File: src/mtne_pkg.sv
// Shared types and result codes for the MIDI track note extractor.
// Depends on nothing; every other file of the block imports it.
package mtne_pkg;

   // One input request: a raw track byte and its start-of-track mark.
   typedef struct packed {
      logic [7:0] data_byte;
      logic       track_start;
   } mtne_req_type;

   // One result item.
   typedef struct packed {
      logic [1:0]  kind;
      logic [6:0]  note_number;
      logic [6:0]  note_velocity;
      logic [31:0] note_start;
      logic [31:0] duration;
   } mtne_rsp_type;

   // Result kinds.
   localparam logic [1:0] KIND_NOTE  = 2'd0;
   localparam logic [1:0] KIND_END   = 2'd1;
   localparam logic [1:0] KIND_ERROR = 2'd2;

   // Commands from the byte parser to the note table.
   typedef struct packed {
      logic       rd_en;     // key byte seen: read the entry of rd_key
      logic [7:0] rd_key;
      logic       op_en;     // velocity byte seen: complete the message
      logic       note_on;
      logic       note_off;
      logic [7:0] key_byte;
      logic [7:0] vel_byte;
   } mtne_note_cmd_type;

endpackage

File: src/mtne_out_buf.sv
// Result register with one skid entry for the note extractor's result channel.
// Depends on mtne_pkg for the result type.
module mtne_out_buf import mtne_pkg::*; (
   input  logic         clock,
   input  logic         reset,
   input  logic         push,
   input  mtne_rsp_type push_data,
   output logic         full,
   output logic         rsp_valid,
   input  logic         rsp_stall,
   output mtne_rsp_type rsp_data
);

   logic         out_valid_ff, skid_valid_ff;
   mtne_rsp_type out_data_ff, skid_data_ff;
   logic         take;

   assign take = out_valid_ff & ~rsp_stall;

   // Control: the skid entry fills only when the output register is held.
   always_ff @(posedge clock) begin
      if (reset) begin
         out_valid_ff  <= 1'b0;
         skid_valid_ff <= 1'b0;
      end else if (out_valid_ff && !take) begin
         if (push) begin
            skid_valid_ff <= 1'b1;
         end
      end else if (skid_valid_ff) begin
         out_valid_ff  <= 1'b1;
         skid_valid_ff <= 1'b0;
      end else begin
         out_valid_ff <= push;
      end
   end

   // Payload follows the same choice.
   always_ff @(posedge clock) begin
      if (out_valid_ff && !take) begin
         if (push) begin
            skid_data_ff <= push_data;
         end
      end else if (skid_valid_ff) begin
         out_data_ff <= skid_data_ff;
      end else if (push) begin
         out_data_ff <= push_data;
      end
   end

   assign full      = skid_valid_ff;
   assign rsp_valid = out_valid_ff;
   assign rsp_data  = out_data_ff;

endmodule
File: config.mk
export PLATFORM = sky130hd
export DESIGN_NAME = mtne_out_buf
export DESIGN_NICKNAME = d
export VERILOG_FILES = /design/src/mtne_pkg.sv /design/src/mtne_out_buf.sv
export SDC_FILE = /design/constraint.sdc
export NUM_CORES = 1
export LEC_CHECK = 0
export ABC_AREA = 1
export BUFFER_PORTS_ARGS = -buffer_cell sky130_fd_sc_hd__buf_2
export CAP_MARGIN = 20
export CORE_ASPECT_RATIO = 1.2
export CORE_UTILIZATION = 56
export CTS_CLUSTER_DIAMETER = 30
export CTS_CLUSTER_SIZE = 28
export DETAILED_ROUTE_END_ITERATION = 8
export GPL_ROUTABILITY_DRIVEN = 0
export PLACE_DENSITY = 0.95
export SLEW_MARGIN = 10
export SYNTH_ARGS = -nofsm -noshare
export SYNTH_HDL_FRONTEND = slang
export SYNTH_SLANG_ARGS = --single-unit
File: constraint.sdc
create_clock -name clock -period 15.26 [get_ports clock]
set_input_delay 3.052 -clock clock [delete_from_list [all_inputs] [get_ports clock]]
set_output_delay 3.052 -clock clock [all_outputs]
set_load 0.02 [all_outputs]
==> results.tsv, run 1 <==
metric	value	unit
status	completed	
crit_slowest_cell	dfxtp_4	
die_x	97.37	µm
drv_slew	0	
wl	11090	µm
rrSetupSlack	12.88	ns
insertion_delay	0.41	ns
grt_max_degree	84	
critPathLaunch	full	
worstSetupPathType	flop to primary output	
syn_area_per_cell	14.28	µm²
final_core_util	71.23	%
maxCapViolCount	0	
die_h	116.4	µm
synth_fp_nets	512	
critPathCaptureType	primary output	
synth_cell_type_count	14	
rr_worst_depth	3	
ir_drop	0.00008541	V
fin_nets	680	
cp_cell_sequence	buf_2	
worst_slew_pin_slew	1.048	ns
async_flop_share	0	%
areaGrowthSynthToFinish	23.15	%
ioPinCount	166	
cts-root-buf	clkbuf_16	
grt-ovfl-total	0	
hold_path_class	flop to flop	
place_hpwl	7304	µm
cellLeakagePower	3.095	nW
die_area	11340	µm²
hold_buffers	0	
cp-endpoint	full	
yosys-top-cells-area	edfxtp_1, inv_1, nand2_1	
rsz0062_at_grt	no	
cts_sinks	162	
synth_area_leader_cell	edfxtp_1	
port_buffers	165	
fin_crit_sh	29.93	%
max_freq	219.0	MHz
gr-usage-all-layers	20.21	%
start_util	57.84	%
worstHoldStart	skid_data_ff[67]	
synthesis.area	6112	µm²
cts_buffers	17	
cp_max_fo	83	
n_fill_cell	686	
finalSetupTns	0	ns
initialDrtViolationCount	171	
p_sw_share	20.42	%
finalPower	1.042	mW
start_kind	flop	
skew	0.01245	ns
ant_nets	0	
post_cts_buffers	0	
cts_resized	0	
dp_cells	706	
slowest_delay	0.82	ns
slew_headroom	30.16	%
cts_tree	yes	
crit_family	flip-flops	
cts.path.max_buffers	2	
h-tree-depth	4	
ys_seq_area_share	79.26	%
finalNonFillerCells	737	
p_comb_share	7.1	%
grt_antenna_before_repair	0	
rows	41	
r2r_end	rsp_data[14]	
layout_min_cycle_time	4.567	ns
power.switching	0.2126	mW
hold_viol	0	
n_antenna_cell	0	
ys_ff_latch	162	
cp.depth	1	
critPathBufInv	1	
vias	3621	
synth_common_cells	edfxtp_1, inv_1, nand2_1	
power.density	138.4	nW/µm²
synth.most_common_cell	edfxtp_1	
grt_first_pass_wirelength	17100	µm
multi_input_area	749.5	µm²
drt_pass1_iterations	4	
cp.arrival	1.51	ns
yosys_most_used_dff	edfxtp_1	
drc_errors	0	
grt_pass1_vias	3591	
synth-edff-count	160	
yosys_warnings	0	
synth_top_area_share	78.61	%
wl_per_cell	15.05	µm
vias_per_cell	4.913	
p_int	0.8289	mW
syn-instance-count	428	
area.sequential	4848	µm²
setup_viol_count_final	0	
seq_power_share	50.3	%
drive_gt1_share	32.57	%
core_area	10570	µm²
cts.clk_slew.worst_paths	0.06	ns
required	12.21	ns
worstReg2RegStart	full	
clkPwrFrac	42.6	%
state kept, by name, indices dropped and copies added (netlist names):
signal	count
full	1
skid_data_ff	80
rsp_data	80
rsp_valid	1
per-layer routing:
layer | vias up | share of wire (%) | global-route usage [%]
li1 | 1786 | - | -
met1 | 1676 | 39 | 22.52
met2 | 135 | 53 | 35.20
met3 | 24 | 5.0 | 5.865
met4 | 0 | 2.9 | 11.37
met5 | - | 0 | 0
power by group through the flow:
stage	Sequential [mW]	Clock, mW	Combinational, mW
6_report	0.524	0.444	0.0735
5_1_grt	0.526	0.470	0.0802
4_1_cts	0.524	0.451	0.0744
3_5_place_dp	0.533	0	0.0741
3_3_place_gp	0.532	0	0.0704
2_1_floorplan	0.554	0	0.0221
layout make-up:
type | count | area share, %
Sequential cell | 162 | 64.41
Timing Repair Buffer | 167 | 11.17
Multi-Input combinational cell | 167 | 9.957
Clock buffer | 20 | 5.801
Inverter | 81 | 4.039
Clock inverter | 11 | 2.477
Tap cell | 129 | 2.144
worst register-to-register path: stages, from the launching register on:
cell and delay [ns]:
dfxtp_4 0.82, nor2_1 0.21, a21oi_4 0.15, buf_4 0.77
how the worst min path moves through the flow:
stage	endpoint	slack [ns]	cells after the start
floorplan	rsp_data[17]	0.50	2
global placement	rsp_data[74]	0.51	2
detailed placement	rsp_data[65]	0.52	2
CTS	rsp_data[67]	0.53	2
global route	rsp_data[66]	0.55	2
finish	rsp_data[67]	0.53	2
stage by stage:
step / setup WS (ns) / area, µm² / hold slack, ns
floorplan: 7.737 / 6112 / 0.5000
global placement: 10.74 / 6904 / 0.5076
detailed placement: 10.68 / 6904 / 0.5159
CTS: 10.67 / 7527 / 0.5293
global route: 10.56 / 7527 / 0.5481
finish: 10.69 / 7527 / 0.5258
cell usage in the layout (no fill, tap or decap):
cell type | synthesis | routed
a21oi_4 | 0 | 1
and3_4 | 0 | 1
buf_2 | 7 | 165
buf_4 | 0 | 2
bufinv_16 | 0 | 5
clkbuf_1 | 1 | 3
clkbuf_16 | 0 | 17
clkinv_2 | 0 | 4
clkinv_4 | 0 | 1
clkinvlp_4 | 0 | 1
dfxtp_1 | 2 | 1
dfxtp_4 | 0 | 1
edfxtp_1 | 160 | 160
inv_1 | 81 | 81
nand2_1 | 81 | 81
nand3_1 | 1 | 1
nor2_1 | 2 | 2
o21ai_0 | 24 | 24
o21ai_1 | 57 | 57
cell families after synthesis:
family | share of synthesized area, %
AO/OA/AOI/OAI | 6.714
flip-flops | 79.26
AND/OR/NAND/NOR | 5.281
buffers and inverters | 8.741
No activity file was read; power rests on OpenSTA's default activity.
==> run 2, diff against run 1 <==
--- a/config.mk
+++ b/config.mk
@@ -9,12 +9,12 @@
 export BUFFER_PORTS_ARGS = -buffer_cell sky130_fd_sc_hd__buf_2
 export CAP_MARGIN = 20
 export CORE_ASPECT_RATIO = 1.2
-export CORE_UTILIZATION = 56
+export CORE_UTILIZATION = 52
 export CTS_CLUSTER_DIAMETER = 30
 export CTS_CLUSTER_SIZE = 28
 export DETAILED_ROUTE_END_ITERATION = 8
 export GPL_ROUTABILITY_DRIVEN = 0
-export PLACE_DENSITY = 0.95
+export PLACE_DENSITY = 0.9
 export SLEW_MARGIN = 10
 export SYNTH_ARGS = -nofsm -noshare
 export SYNTH_HDL_FRONTEND = slang
==> constraint.sdc (replaced) <==
create_clock -name clock -period 4.25 [get_ports clock]
set_input_delay 0.85 -clock clock [delete_from_list [all_inputs] [get_ports clock]]
set_output_delay 0.85 -clock clock [all_outputs]
set_load 0.02 [all_outputs]
==> run 2 against run 1 <==
  * Critical path depth is 2 higher
  * Global-route usage is 2.1 points lower
  * Final cell count is 3.9% higher
  * Clock power grew to 3.2 times the previous value
  * First-iteration DRC count is 25% higher
  * Largest cell class unchanged
==> results.tsv, run 2 (same netlist as run 1, synthesis figures left out) <==
metric	value	unit
ant_nets	0	
wl_per_cell	13.70	µm
worst_slew_pin_slew	1.031	ns
drive_gt1_share	32.84	%
post_cts_buffers	0	
cts_buffers	17	
maxCapViolCount	0	
cp_max_fo	80	
hold_buffers	0	
place_hpwl	6921	µm
slowest_delay	0.78	ns
cp_cell_sequence	nor2_1 > a21oi_4 > buf_4	
crit_family	flip-flops	
start_kind	flop	
setup_viol_count_final	0	
cts_resized	0	
critPathBufInv	1	
n_fill_cell	870	
dp_slack	1.832	ns
cts_tree	yes	
drc_errors	0	
clkPwrFrac	39.9	%
hold_viol	0	
insertion_delay	0.42	ns
wl	10500	µm
worstSetupPathType	flop to flop	
setup_ws	1.894	ns
port_buffers	165	
critPathCaptureType	flop	
vias_per_cell	4.695	
cts-root-buf	clkbuf_16	
gr-usage-all-layers	18.12	%
status	completed	
area.sequential	4848	µm²
seq_power_share	52.7	%
grt_max_degree	87	
rsz0062_at_grt	no	
grt_antenna_before_repair	0	
final_cell_mix	buf_2, edfxtp_1, inv_1, nand2_1, o21ai_1	
n_antenna_cell	0	
final_core_util	65.12	%
hold_path_class	flop to flop	
rows	43	
power.density	475.5	nW/µm²
cp.arrival	2.38	ns
finalNonFillerCells	766	
fin_nets	680	
areaGrowthSynthToFinish	22.66	%
crit_slowest_cell	dfxtp_4	
die_area	12190	µm²
max_freq	424.4	MHz
grt_first_pass_wirelength	16270	µm
cts_sinks	162	
ir_drop	0.0002826	V
grt-ovfl-total	0	
whs	0.5251	ns
die_x	101.0	µm
drt_pass1_iterations	4	
cts.path.max_buffers	2	
p_sw_share	22.81	%
grt_pass1_vias	3445	
final_common_cell	buf_2	
finalSetupTns	0	ns
die_h	120.8	µm
drv_slew	0	
h-tree-depth	4	
core_area	11510	µm²
skew	0.01988	ns
p_int	2.752	mW
ioPinCount	166	
required	4.27	ns
vias	3596	
fin_crit_sh	55.44	%
power.switching	0.8130	mW
p_comb_share	7.3	%
cts.clk_slew.worst_paths	0.06	ns
layout_min_cycle_time	2.356	ns
start_util	53.09	%
multi_input_area	749.5	µm²
initialDrtViolationCount	213	
cellLeakagePower	3.049	nW
slew_headroom	31.28	%
dp_cells	734	
[run 2: worst paths after layout]
| path | start | to | slack [ns] | depth (start not counted) |
|---|---|---|---|---|
| setup / recovery | full | rsp_data[18] | 1.89 | 3 |
| hold / removal | skid_data_ff[20] | rsp_data[20] | 0.53 | 2 |
| setup reg to reg | full | rsp_data[18] | 1.89 | 3 |
| hold reg to reg | skid_data_ff[20] | rsp_data[20] | 0.53 | 2 |
[run 2: worst register-to-register path, stage by stage (launching register included)]
cell,delay [ns]
dfxtp_4,0.78
nor2_1,0.21
a21oi_4,0.15
buf_4,0.78
[run 2: power by group through the flow]
stage	logic (mW)	registers, mW	clock network [mW]
finish	0.262	1.88	1.42
global route	0.288	1.89	1.51
CTS	0.265	1.88	1.45
detailed placement	0.266	1.91	0
global placement	0.255	1.91	0
floorplan	0.0797	1.98	0
[run 2: through the flow]
stage | power [mW] | instance area [µm²]
6_report | 3.565 | 7497
5_1_grt | 3.685 | 7497
4_1_cts | 3.597 | 7497
3_5_place_dp | 2.178 | 6939
3_3_place_gp | 2.164 | 6939
2_1_floorplan | 2.065 | 6116
[run 2: per-layer routing]
layer	GRT usage, %	vias to the layer above	part of all wire (%)
met5	0	-	0
met4	7.518	0	1.2
met3	6.590	8	6.4
met2	29.54	125	51
met1	21.72	1669	41
li1	-	1794	-
[run 2: layout make-up]
cell class                 count  area share, %
clock buffer                  18          5.724
clock inverter                14          1.719
inverter                      81          4.055
multi-input combinational    167          9.997
sequential                   162          64.67
tap                          157          2.620
timing repair buffer         167          11.21
