## config.mk

```make
export PLATFORM = sky130hd
export DESIGN_NAME = mtne_parser
export DESIGN_NICKNAME = d
export VERILOG_FILES = /design/src/mtne_pkg.sv /design/src/mtne_parser.sv
export SDC_FILE = /design/constraint.sdc
export NUM_CORES = 1
export LEC_CHECK = 0
export ABC_AREA = 1
export BUFFER_PORTS_ARGS = -buffer_cell sky130_fd_sc_hd__buf_4
export CAP_MARGIN = 20
export CORE_ASPECT_RATIO = 1.5
export CORE_UTILIZATION = 40
export DETAILED_ROUTE_END_ITERATION = 8
export PLACE_DENSITY = 0.59
export SYNTH_ARGS = -nofsm -noshare
export SYNTH_HDL_FRONTEND = slang
export SYNTH_SLANG_ARGS = --single-unit
```

## constraint.sdc

```tcl
create_clock -name clock -period 6.2 [get_ports clock]
set_clock_uncertainty 0.2 [all_clocks]
set_input_delay 0 -clock clock [delete_from_list [all_inputs] [get_ports clock]]
set_output_delay 0 -clock clock [all_outputs]
set_load 0.01 [all_outputs]
```

## src/mtne_pkg.sv

```systemverilog
// Shared types and result codes for the MIDI track note extractor.
// Depends on nothing; every other file of the block imports it.
package mtne_pkg;

   // One input request: a raw track byte and its start-of-track mark.
   typedef struct packed {
      logic [7:0] data_byte;
      logic       track_start;
   } mtne_req_type;

   // One result item.
   typedef struct packed {
      logic [1:0]  kind;
      logic [6:0]  note_number;
      logic [6:0]  note_velocity;
      logic [31:0] note_start;
      logic [31:0] duration;
   } mtne_rsp_type;

   // Result kinds.
   localparam logic [1:0] KIND_NOTE  = 2'd0;
   localparam logic [1:0] KIND_END   = 2'd1;
   localparam logic [1:0] KIND_ERROR = 2'd2;

   // Commands from the byte parser to the note table.
   typedef struct packed {
      logic       rd_en;     // key byte seen: read the entry of rd_key
      logic [7:0] rd_key;
      logic       op_en;     // velocity byte seen: complete the message
      logic       note_on;
      logic       note_off;
      logic [7:0] key_byte;
      logic [7:0] vel_byte;
   } mtne_note_cmd_type;

endpackage

```

## src/mtne_parser.sv

```systemverilog
// Byte parser of the note extractor: delta times, running status, sysex and meta skips.
// Depends on mtne_pkg; issues commands to mtne_note_table.
module mtne_parser import mtne_pkg::*; #(
   parameter int TIME_BITS = 32
) (
   input  logic                 clock,
   input  logic                 reset,
   input  logic                 accept,
   input  mtne_req_type         req,
   output logic [TIME_BITS-1:0] tick_time,
   output mtne_note_cmd_type    cmd,
   output logic                 clear_notes,
   output logic                 res_valid,
   output mtne_rsp_type         res,
   output logic                 track_ended
);

   localparam logic [7:0] SYS_PREFIX  = 8'hF0;
   localparam logic [7:0] SYSEX_ESC   = 8'hF7;
   localparam logic [7:0] META_PREFIX = 8'hFF;
   localparam logic [7:0] META_END    = 8'h2F;
   localparam logic [3:0] OP_NOTE_OFF = 4'h8;
   localparam logic [3:0] OP_NOTE_ON  = 4'h9;
   localparam logic [3:0] OP_PROGRAM  = 4'hC;
   localparam logic [3:0] OP_PRESSURE = 4'hD;

   typedef enum logic [7:0] {
      PH_DELTA     = 8'b0000_0001,
      PH_STATUS    = 8'b0000_0010,
      PH_DATA1     = 8'b0000_0100,
      PH_DATA2     = 8'b0000_1000,
      PH_SYSEX_LEN = 8'b0001_0000,
      PH_META_TYPE = 8'b0010_0000,
      PH_META_LEN  = 8'b0100_0000,
      PH_SKIP      = 8'b1000_0000
   } parse_phase_type;

   // Program change and channel pressure carry a single data byte.
   function automatic logic one_data_byte(input logic [7:0] status);
      return (status[7:4] == OP_PROGRAM) || (status[7:4] == OP_PRESSURE);
   endfunction

   parse_phase_type      phase_ff, phase_in, phase_cur;
   logic [7:0]           status_ff, status_in, status_cur;
   logic [7:0]           first_ff, first_in;
   logic [31:0]          acc_ff, acc_in, acc_cur, acc_shift;
   logic [31:0]          skip_ff, skip_in;
   logic [7:0]           meta_ff, meta_in;
   logic [TIME_BITS-1:0] tick_ff, tick_in, tick_cur;
   logic                 ended_ff, ended_in, ended_cur;
   logic [TIME_BITS+31:0] acc_wide;
   logic [7:0]           b;
   logic                 more;
   logic                 finish;

   assign b    = req.data_byte;
   assign more = b[7];

   // A start-of-track byte sees cleared time, status and phase before it is parsed.
   assign phase_cur  = req.track_start ? PH_DELTA : phase_ff;
   assign status_cur = req.track_start ? 8'h00 : status_ff;
   assign acc_cur    = req.track_start ? 32'h0 : acc_ff;
   assign tick_cur   = req.track_start ? '0 : tick_ff;
   assign ended_cur  = req.track_start ? 1'b0 : ended_ff;

   assign acc_shift = {acc_cur[24:0], b[6:0]};
   assign acc_wide  = {{TIME_BITS{1'b0}}, acc_shift};

   // Next-state logic of the event parser.
   always_comb begin
      phase_in  = phase_cur;
      status_in = status_cur;
      first_in  = first_ff;
      acc_in    = acc_cur;
      skip_in   = skip_ff;
      meta_in   = meta_ff;
      tick_in   = tick_cur;
      ended_in  = ended_cur;
      cmd       = '0;
      res_valid = 1'b0;
      res       = '0;
      finish    = 1'b0;
      if (!ended_cur) begin
         case (phase_cur)
            PH_DELTA: begin
               acc_in = acc_shift;
               if (!more) begin
                  tick_in  = tick_cur + acc_wide[TIME_BITS-1:0];
                  acc_in   = 32'h0;
                  phase_in = PH_STATUS;
               end
            end
            PH_STATUS: begin
               if (!more) begin
                  if (status_cur == 8'h00) begin
                     phase_in  = PH_DELTA;
                     res_valid = 1'b1;
                     res.kind  = KIND_ERROR;
                  end else begin
                     first_in = b;
                     if (one_data_byte(status_cur)) begin
                        phase_in = PH_DELTA;
                     end else begin
                        phase_in   = PH_DATA2;
                        cmd.rd_en  = 1'b1;
                        cmd.rd_key = b;
                     end
                  end
               end else if (b < SYS_PREFIX) begin
                  status_in = b;
                  phase_in  = PH_DATA1;
               end else begin
                  status_in = 8'h00;
                  acc_in    = 32'h0;
                  if (b == SYS_PREFIX || b == SYSEX_ESC) begin
                     meta_in  = 8'h00;
                     phase_in = PH_SYSEX_LEN;
                  end else if (b == META_PREFIX) begin
                     phase_in = PH_META_TYPE;
                  end else begin
                     phase_in  = PH_DELTA;
                     res_valid = 1'b1;
                     res.kind  = KIND_ERROR;
                  end
               end
            end
            PH_DATA1: begin
               first_in = b;
               if (one_data_byte(status_cur)) begin
                  phase_in = PH_DELTA;
               end else begin
                  phase_in   = PH_DATA2;
                  cmd.rd_en  = 1'b1;
                  cmd.rd_key = b;
               end
            end
            PH_DATA2: begin
               phase_in     = PH_DELTA;
               cmd.op_en    = 1'b1;
               cmd.note_on  = (status_cur[7:4] == OP_NOTE_ON) && (b != 8'h00);
               cmd.note_off = (status_cur[7:4] == OP_NOTE_OFF) ||
                              ((status_cur[7:4] == OP_NOTE_ON) && (b == 8'h00));
               cmd.key_byte = first_ff;
               cmd.vel_byte = b;
            end
            PH_META_TYPE: begin
               meta_in  = b;
               acc_in   = 32'h0;
               phase_in = PH_META_LEN;
            end
            PH_SYSEX_LEN, PH_META_LEN: begin
               acc_in = acc_shift;
               if (!more) begin
                  skip_in = acc_shift;
                  acc_in  = 32'h0;
                  if (acc_shift == 32'h0) begin
                     finish = 1'b1;
                  end else begin
                     phase_in = PH_SKIP;
                  end
               end
            end
            PH_SKIP: begin
               skip_in = skip_ff - 32'd1;
               if (skip_ff == 32'd1) begin
                  finish = 1'b1;
               end
            end
            default: begin
               phase_in = PH_DELTA;
            end
         endcase
      end
      // The end of a skip closes the event; a skipped end-of-track meta ends the track.
      if (finish) begin
         phase_in = PH_DELTA;
         if (meta_ff == META_END) begin
            ended_in  = 1'b1;
            res_valid = 1'b1;
            res.kind  = KIND_END;
         end
      end
      if (!accept) begin
         cmd       = '0;
         res_valid = 1'b0;
      end
   end

   // Parser state registers.
   always_ff @(posedge clock) begin
      if (reset) begin
         phase_ff  <= PH_DELTA;
         status_ff <= 8'h00;
         first_ff  <= 8'h00;
         acc_ff    <= 32'h0;
         skip_ff   <= 32'h0;
         meta_ff   <= 8'h00;
         tick_ff   <= '0;
         ended_ff  <= 1'b0;
      end else if (accept) begin
         phase_ff  <= phase_in;
         status_ff <= status_in;
         first_ff  <= first_in;
         acc_ff    <= acc_in;
         skip_ff   <= skip_in;
         meta_ff   <= meta_in;
         tick_ff   <= tick_in;
         ended_ff  <= ended_in;
      end
   end

   assign tick_time   = tick_ff;
   assign clear_notes = accept & req.track_start;
   assign track_ended = ended_ff;

endmodule

```

==> results of run 1 <==
==> logic make-up (layout without fill, tap and decap cells) <==
family,count (synthesis),count (layout),share of synthesized area (%)
AND/OR/NAND/NOR,740,740,31.7
AO/OA/AOI/OAI,385,385,20.7
XOR/XNOR,22,22,1.92
other,1,78,0.0373
buffers and inverters,373,351,17.6
adder cells (fa/ha/maj),30,30,3.81
flip-flops,122,122,24.3
==> power groups by stage <==
stage / combinational, W / clock [W] / sequential (W)
floorplan: 0.000291 / 0 / 0.000856
global placement: 0.000363 / 0 / 0.000855
detailed placement: 0.000365 / 0 / 0.000855
CTS: 0.000373 / 0.00104 / 0.000838
global route: 0.000416 / 0.00108 / 0.000842
finish: 0.000375 / 0.00103 / 0.000839
==> flip-flops by register name (all words and copies together) (netlist names) <==
name / flops
tick_time: 32
phase_ff: 8
first_ff: 8
track_ended: 1
skip_ff: 32
meta_ff: 8
acc_ff: 25
status_ff: 8
==> worst register-to-register path, cell delays in order, from the launching register on <==
cell and delay (ps):
dfxtp_1 320, nand2_1 530, inv_2 230, nor2_2 560, nand3_2 770, inv_2 660, o21ai_0 210, o21ai_0 190
a21oi_1 50
==> what timing repair did <==
| action | in CTS | in global routing |
|---|---|---|
| hold buffers | 12 | 0 |
| endpoints found under the setup margin | 0 | 0 |
| hold endpoints to repair | 70 | 0 |
==> cell usage in the layout, fill, tap and decap left out, types with 3 or more instances in the layout <==
cell type	instances
a211oi_1	4
a21oi_1	207
a31oi_1	12
buf_4	80
clkbuf_16	17
clkinvlp_4	4
conb_1	78
dfxtp_1	122
dlygate4sd3_1	12
ha_1	29
inv_1	215
inv_2	10
inv_6	3
nand2_1	382
nand2_2	20
nand3_1	86
nand3_2	10
nand4_1	31
nor2_1	164
nor2_2	10
nor3_1	25
nor4_1	6
o2111ai_1	3
o211ai_1	10
o21a_1	4
o21ai_0	119
o21ai_1	7
xnor2_1	9
xor2_1	13
==> per-layer routing <==
| metal | up-vias | wire length (um) |
|---|---|---|
| met1 | 4871 | 13900 |
| met5 | - | 0 |
| met2 | 347 | 16500 |
| met3 | 75 | 1690 |
| met4 | 0 | 1240 |
| li1 | 5391 | - |
==> stage by stage <==
step / setup slack [ps] / utilization (%) / area (sq um)
after floorplan: 3430 / - / 10300
after global placement: 1980 / 42.6 / 10400
after detailed placement: 1930 / 42.6 / 10400
after CTS: 1810 / 45.5 / 11200
after global routing: 1360 / 45.5 / 11200
final: 1760 / 45.5 / 11200
==> worst max-delay path by stage <==
stage / start / endpoint / slack, ps
after floorplan: req[0] / tick_time[30]$_SDFFE_PP0P_ / 3430
after global placement: req[0] / skip_ff[22]$_SDFFE_PP0P_ / 1980
after detailed placement: req[0] / skip_ff[22]$_SDFFE_PP0P_ / 1930
after CTS: req[0] / skip_ff[22]$_SDFFE_PP0P_ / 1810
after global routing: req[0] / skip_ff[22]$_SDFFE_PP0P_ / 1360
final: req[0] / skip_ff[22]$_SDFFE_PP0P_ / 1760
==> final cells by class <==
type,count,share of cell area [%]
tap,324,3.63
clock inverter,12,1.25
multi-input combinational,1255,55.0
inverter,227,7.66
timing repair buffer,92,6.46
clock buffer,20,4.09
sequential,122,21.9
==> flow_summary.yaml, run 1 <==
run_status:
  status: "complete, no violations"
placed_design:
  port_buffers: 76
  gp_congestion: 0.958
  dp_hpwl_um: 24400
  placed_cells_incl_taps: 2008
worst_setup_path:
  critPathKind: "primary input to register"
  crit_cells: 11
  cp_cell_sequence: "dlygate4sd3_1 > buf_4 > inv_4 > nand2_1 > inv_2 > nor2_2 > nand3_2 > inv_2 > o21ai_0 > o21ai_0 > a21oi_1"
  required_ps: 6320
  path_max_fanout: 75
  worstRegToRegCells: 8
  r2r_setup_slack_ps: 2360
  start_kind: "primary input"
  rr_endpoint: "skip_ff[22]$_SDFFE_PP0P_"
  endpoint_kind: "register"
  cp_slowest_cell: "nand3_2"
  path_buf_inv: 5
  critical_path_arrival_ps: 4570
  rr_startpoint: "track_ended$_SDFFE_PP0P_"
  path_delay_family: "buffers and inverters"
  max_stage_delay_ps: 770
grt:
  grt_max_degree: 76
  grtUsageMet2_pct: 45.8
  grtUsageTotal_pct: 25.9
  grt_pass1_vias: 9859
  grt-ovfl-total: 0
  grt_pass1_wl_um: 52500
  antenna_found_initial: 0
  use_met1_pct: 30.4
  busiest_layer: "met2"
  grtUsageMet3_pct: 3.67
logic_synthesis:
  synth-seq-cells: 122
  netlist_instances: 1673
  synth_edf_count: 0
  avgSynthCellArea_sq_um: 6.01
  synth.most_common_cell: "nand2_1"
  synth_seq_area_share_pct: 24.3
  yosysTopAreaCell: "dfxtp_1"
  ys_warn_count: 0
  ys_types: 52
  ys.flop_type: "dfxtp_1"
  yosys-top-cells-count: "nand2_1 (382), inv_1 (215), a21oi_1 (207)"
  async_reset_ff_share_pct: 0
  synth_area_leaders: "dfxtp_1 (24%), nand2_1 (14%), a21oi_1 (10%)"
  synth_top_area_share_pct: 24.3
  syn-cell-area_sq_um: 10100
floorplanning:
  core_region_area_sq_um: 24500
  core.rowCount: 70
  initial_core_util_pct: 41.0
  design.die.area_sq_um: 25800
  fp.dieW_um: 131
  die_h_um: 196
  top_level_ports: 155
final_layout:
  layout-drive-gt1-share_pct: 9.95
  multi_input_area_sq_um: 6130
  n_fill_cell: 2686
  seq_area_sq_um: 2440
  instances_no_fill: 2052
  nNetsFinal: 1757
  syn_to_final_growth_pct: 10.9
  n_antenna_cell: 0
sta:
  period_needed_ps: 4440
  grt_setup_unrepaired: "no"
  maxSlewViolCount: 0
  fin_crit_sh_pct: 71.7
  setup_tns_ps: 0
  whs_ps: 248
  worst_pin_slew_ps: 993
  setup_viol: 0
  fmax_mhz: 225
  slew_headroom_pct: 33.7
  finalHoldViolCount: 0
run:
  max_cap_violations: 0
detailed_routing:
  drt_pass1_iterations: 5
  vias_per_cell: 5.21
  drc: 0
  ant_nets: 0
  wl_per_cell_um: 16.3
  drtIter0Drc: 752
  totalWireLength_um: 33400
  num_vias: 10700
power_and_ir_drop:
  finalPower_w: 0.00225
  power_frac_comb_pct: 16.7
  clkPwrFrac_pct: 46.0
  switchingPower_w: 0.000706
  p_leak_nw: 5.46
  ir_worst_vdd_mv: 0.190
  power-per-cell-area_nw_per_um2: 202
  seqPwrFrac_pct: 37.3
  swShare_pct: 31.4
  p_int_w: 0.00154
clock_network:
  clk_path_buf_depth: 2
  root_buffer: "clkbuf_16"
  htree_levels: 4
  cts_tree: "yes"
  cts_num_sinks: 122
  cts_buffers: 17
  post-cts-setup-buffer-count: 0
  path_clk_slew_ps: 60
  clk_latency_ps: 440
  ctsResizeCount: 0
hold_path:
  whs_endpoint: "meta_ff[0]$_SDFFE_PP0P_"
  whs_path_depth: 4
  worstHoldPathType: "primary input to register"
  hold_start: "req[1]"
Note: power is estimated with default switching activity, not from simulation.
==> run 2: changes to the inputs <==
Clock period 6.2 ns to 4.5 ns, I/O delays scaled along.
==> flow_summary.yaml, run 2 (synthesis gave the netlist of run 1 again) <==
run_status:
  status: "complete, no violations"
floorplanning:
  die_h_um: 196
  initial_core_util_pct: 41.0
  core_region_area_sq_um: 24500
  fp.dieW_um: 131
  top_level_ports: 155
  core.rowCount: 70
  design.die.area_sq_um: 25800
sta:
  fmax_mhz: 268
  worst_pin_slew_ps: 888
  setup_viol: 0
  grt_setup_unrepaired: "no"
  finalHoldViolCount: 0
  setup_tns_ps: 0
  slew_headroom_pct: 40.8
  period_needed_ps: 3730
  fin_crit_sh_pct: 82.9
  maxSlewViolCount: 0
worst_setup_path:
  rr_startpoint: "phase_ff[0]$_SDFFE_PP1P_"
  start_kind: "primary input"
  critPathKind: "primary input to output pin"
  critical_path_arrival_ps: 3530
  path_max_fanout: 75
  rr_endpoint: "skip_ff[22]$_SDFFE_PP0P_"
  worstRegToRegCells: 11
  required_ps: 4300
  endpoint_kind: "output pin"
  r2r_setup_slack_ps: 1460
hold_path:
  whs_endpoint: "meta_ff[6]$_SDFFE_PP0P_"
  hold_start: "req[7]"
  whs_path_depth: 4
  worstHoldPathType: "primary input to register"
placed_design:
  dp_hpwl_um: 24800
  dpl_cell_area_sq_um: 10500
  placed_cells_incl_taps: 2013
  port_buffers: 76
  gp_congestion: 0.964
clock_network:
  cts_num_sinks: 122
  cts_buffers: 17
  clk_latency_ps: 440
  post-cts-setup-buffer-count: 0
  clk_path_buf_depth: 2
  path_clk_slew_ps: 60
  root_buffer: "clkbuf_16"
  htree_levels: 4
  cts_tree: "yes"
run:
  max_cap_violations: 0
grt:
  antenna_found_initial: 0
  grt_pass1_wl_um: 53500
  grt-ovfl-total: 0
  grt_pass1_vias: 10200
  grt_max_degree: 76
  grtUsageTotal_pct: 26.4
detailed_routing:
  ant_nets: 0
  drt_pass1_iterations: 7
  num_vias: 10900
  wl_per_cell_um: 16.5
  drc: 0
  drtIter0Drc: 781
  vias_per_cell: 5.26
  totalWireLength_um: 34100
power_and_ir_drop:
  ir_worst_vdd_mv: 0.250
  p_leak_nw: 5.55
  power-per-cell-area_nw_per_um2: 284
  finalPower_w: 0.00321
final_layout:
  syn_to_final_growth_pct: 12.2
  nNetsFinal: 1767
  n_antenna_cell: 0
  final_cell_mix: "nand2_1 (382), inv_1 (215), a21oi_1 (207), nor2_1 (164), dfxtp_1 (122)"
  layout_commonest_cell: "nand2_1"
  final_area_sq_um: 11300
  layout-drive-gt1-share_pct: 10.2
  instances_no_fill: 2062
  final_util_pct: 46.0
## run 2: cell count changes in the layout (fill, tap and decap cells not counted)
| cell | change |
|---|---|
| buf_4 | +5 |
| bufinv_16 | +2 |
| clkbuf_1 | -1 |
| clkinv_4 | +1 |
| clkinvlp_4 | -1 |
| dlygate4sd3_1 | +5 |
| inv_6 | -1 |
## run 2: report_power, final
part           leakage [nW]  switching (W)  internal [W]
registers             0.994      0.0000364       0.00112
clock network         0.306       0.000573      0.000961
logic                  4.25       0.000363      0.000157
## run 2: worst max-delay path by stage
stage	from	endpoint	slack, ps	depth (start not counted)
after global placement	req[0]	skip_ff[22]$_SDFFE_PP0P_	1150	12
after CTS	req[0]	cmd[17]	840	11
final	req[0]	cmd[17]	770	11
after detailed placement	req[0]	tick_time[29]$_SDFFE_PP0P_	1150	14
after global routing	req[0]	cmd[17]	550	11
after floorplan	req[0]	tick_time[30]$_SDFFE_PP0P_	1730	24
## run 2: per-stage QoR
step,hold slack [ps],setup slack (ps)
floorplan,-91.0,1730
CTS,248,844
detailed placement,127,1150
global route,269,547
finish,256,769
global placement,131,1150
## run 2: layer usage
layer,GRT usage (%),vias to the layer above,routed length [um]
li1,-,5404,-
met1,30.5,4949,14100
met2,46.1,395,16600
met3,3.98,102,1590
met4,15.4,0,1750
met5,0,-,0
## run 2: critical path: stages
cell,delay (ps)
dlygate4sd3_1,540
buf_4,280
inv_4,360
nand2_1,220
inv_2,140
nor2_2,570
nand4_1,160
nor2_1,370
inv_2,260
nor3_1,400
buf_4,200
## run 2: repair_timing
action                                 CTS  global route
endpoints found under the hold margin   68             0
gates resized for setup                  0             0
hold buffers                            17             0
## run 2: area by class of cell
type / count / area (sq um)
well taps: 324 / 405
fillers: 2669 / 13200
repair buffers: 102 / 808
flip-flops and latches: 122 / 2440
inverters: 227 / 855
multi-input cells: 1255 / 6130
clock buffers: 19 / 453
clock inverters: 13 / 191
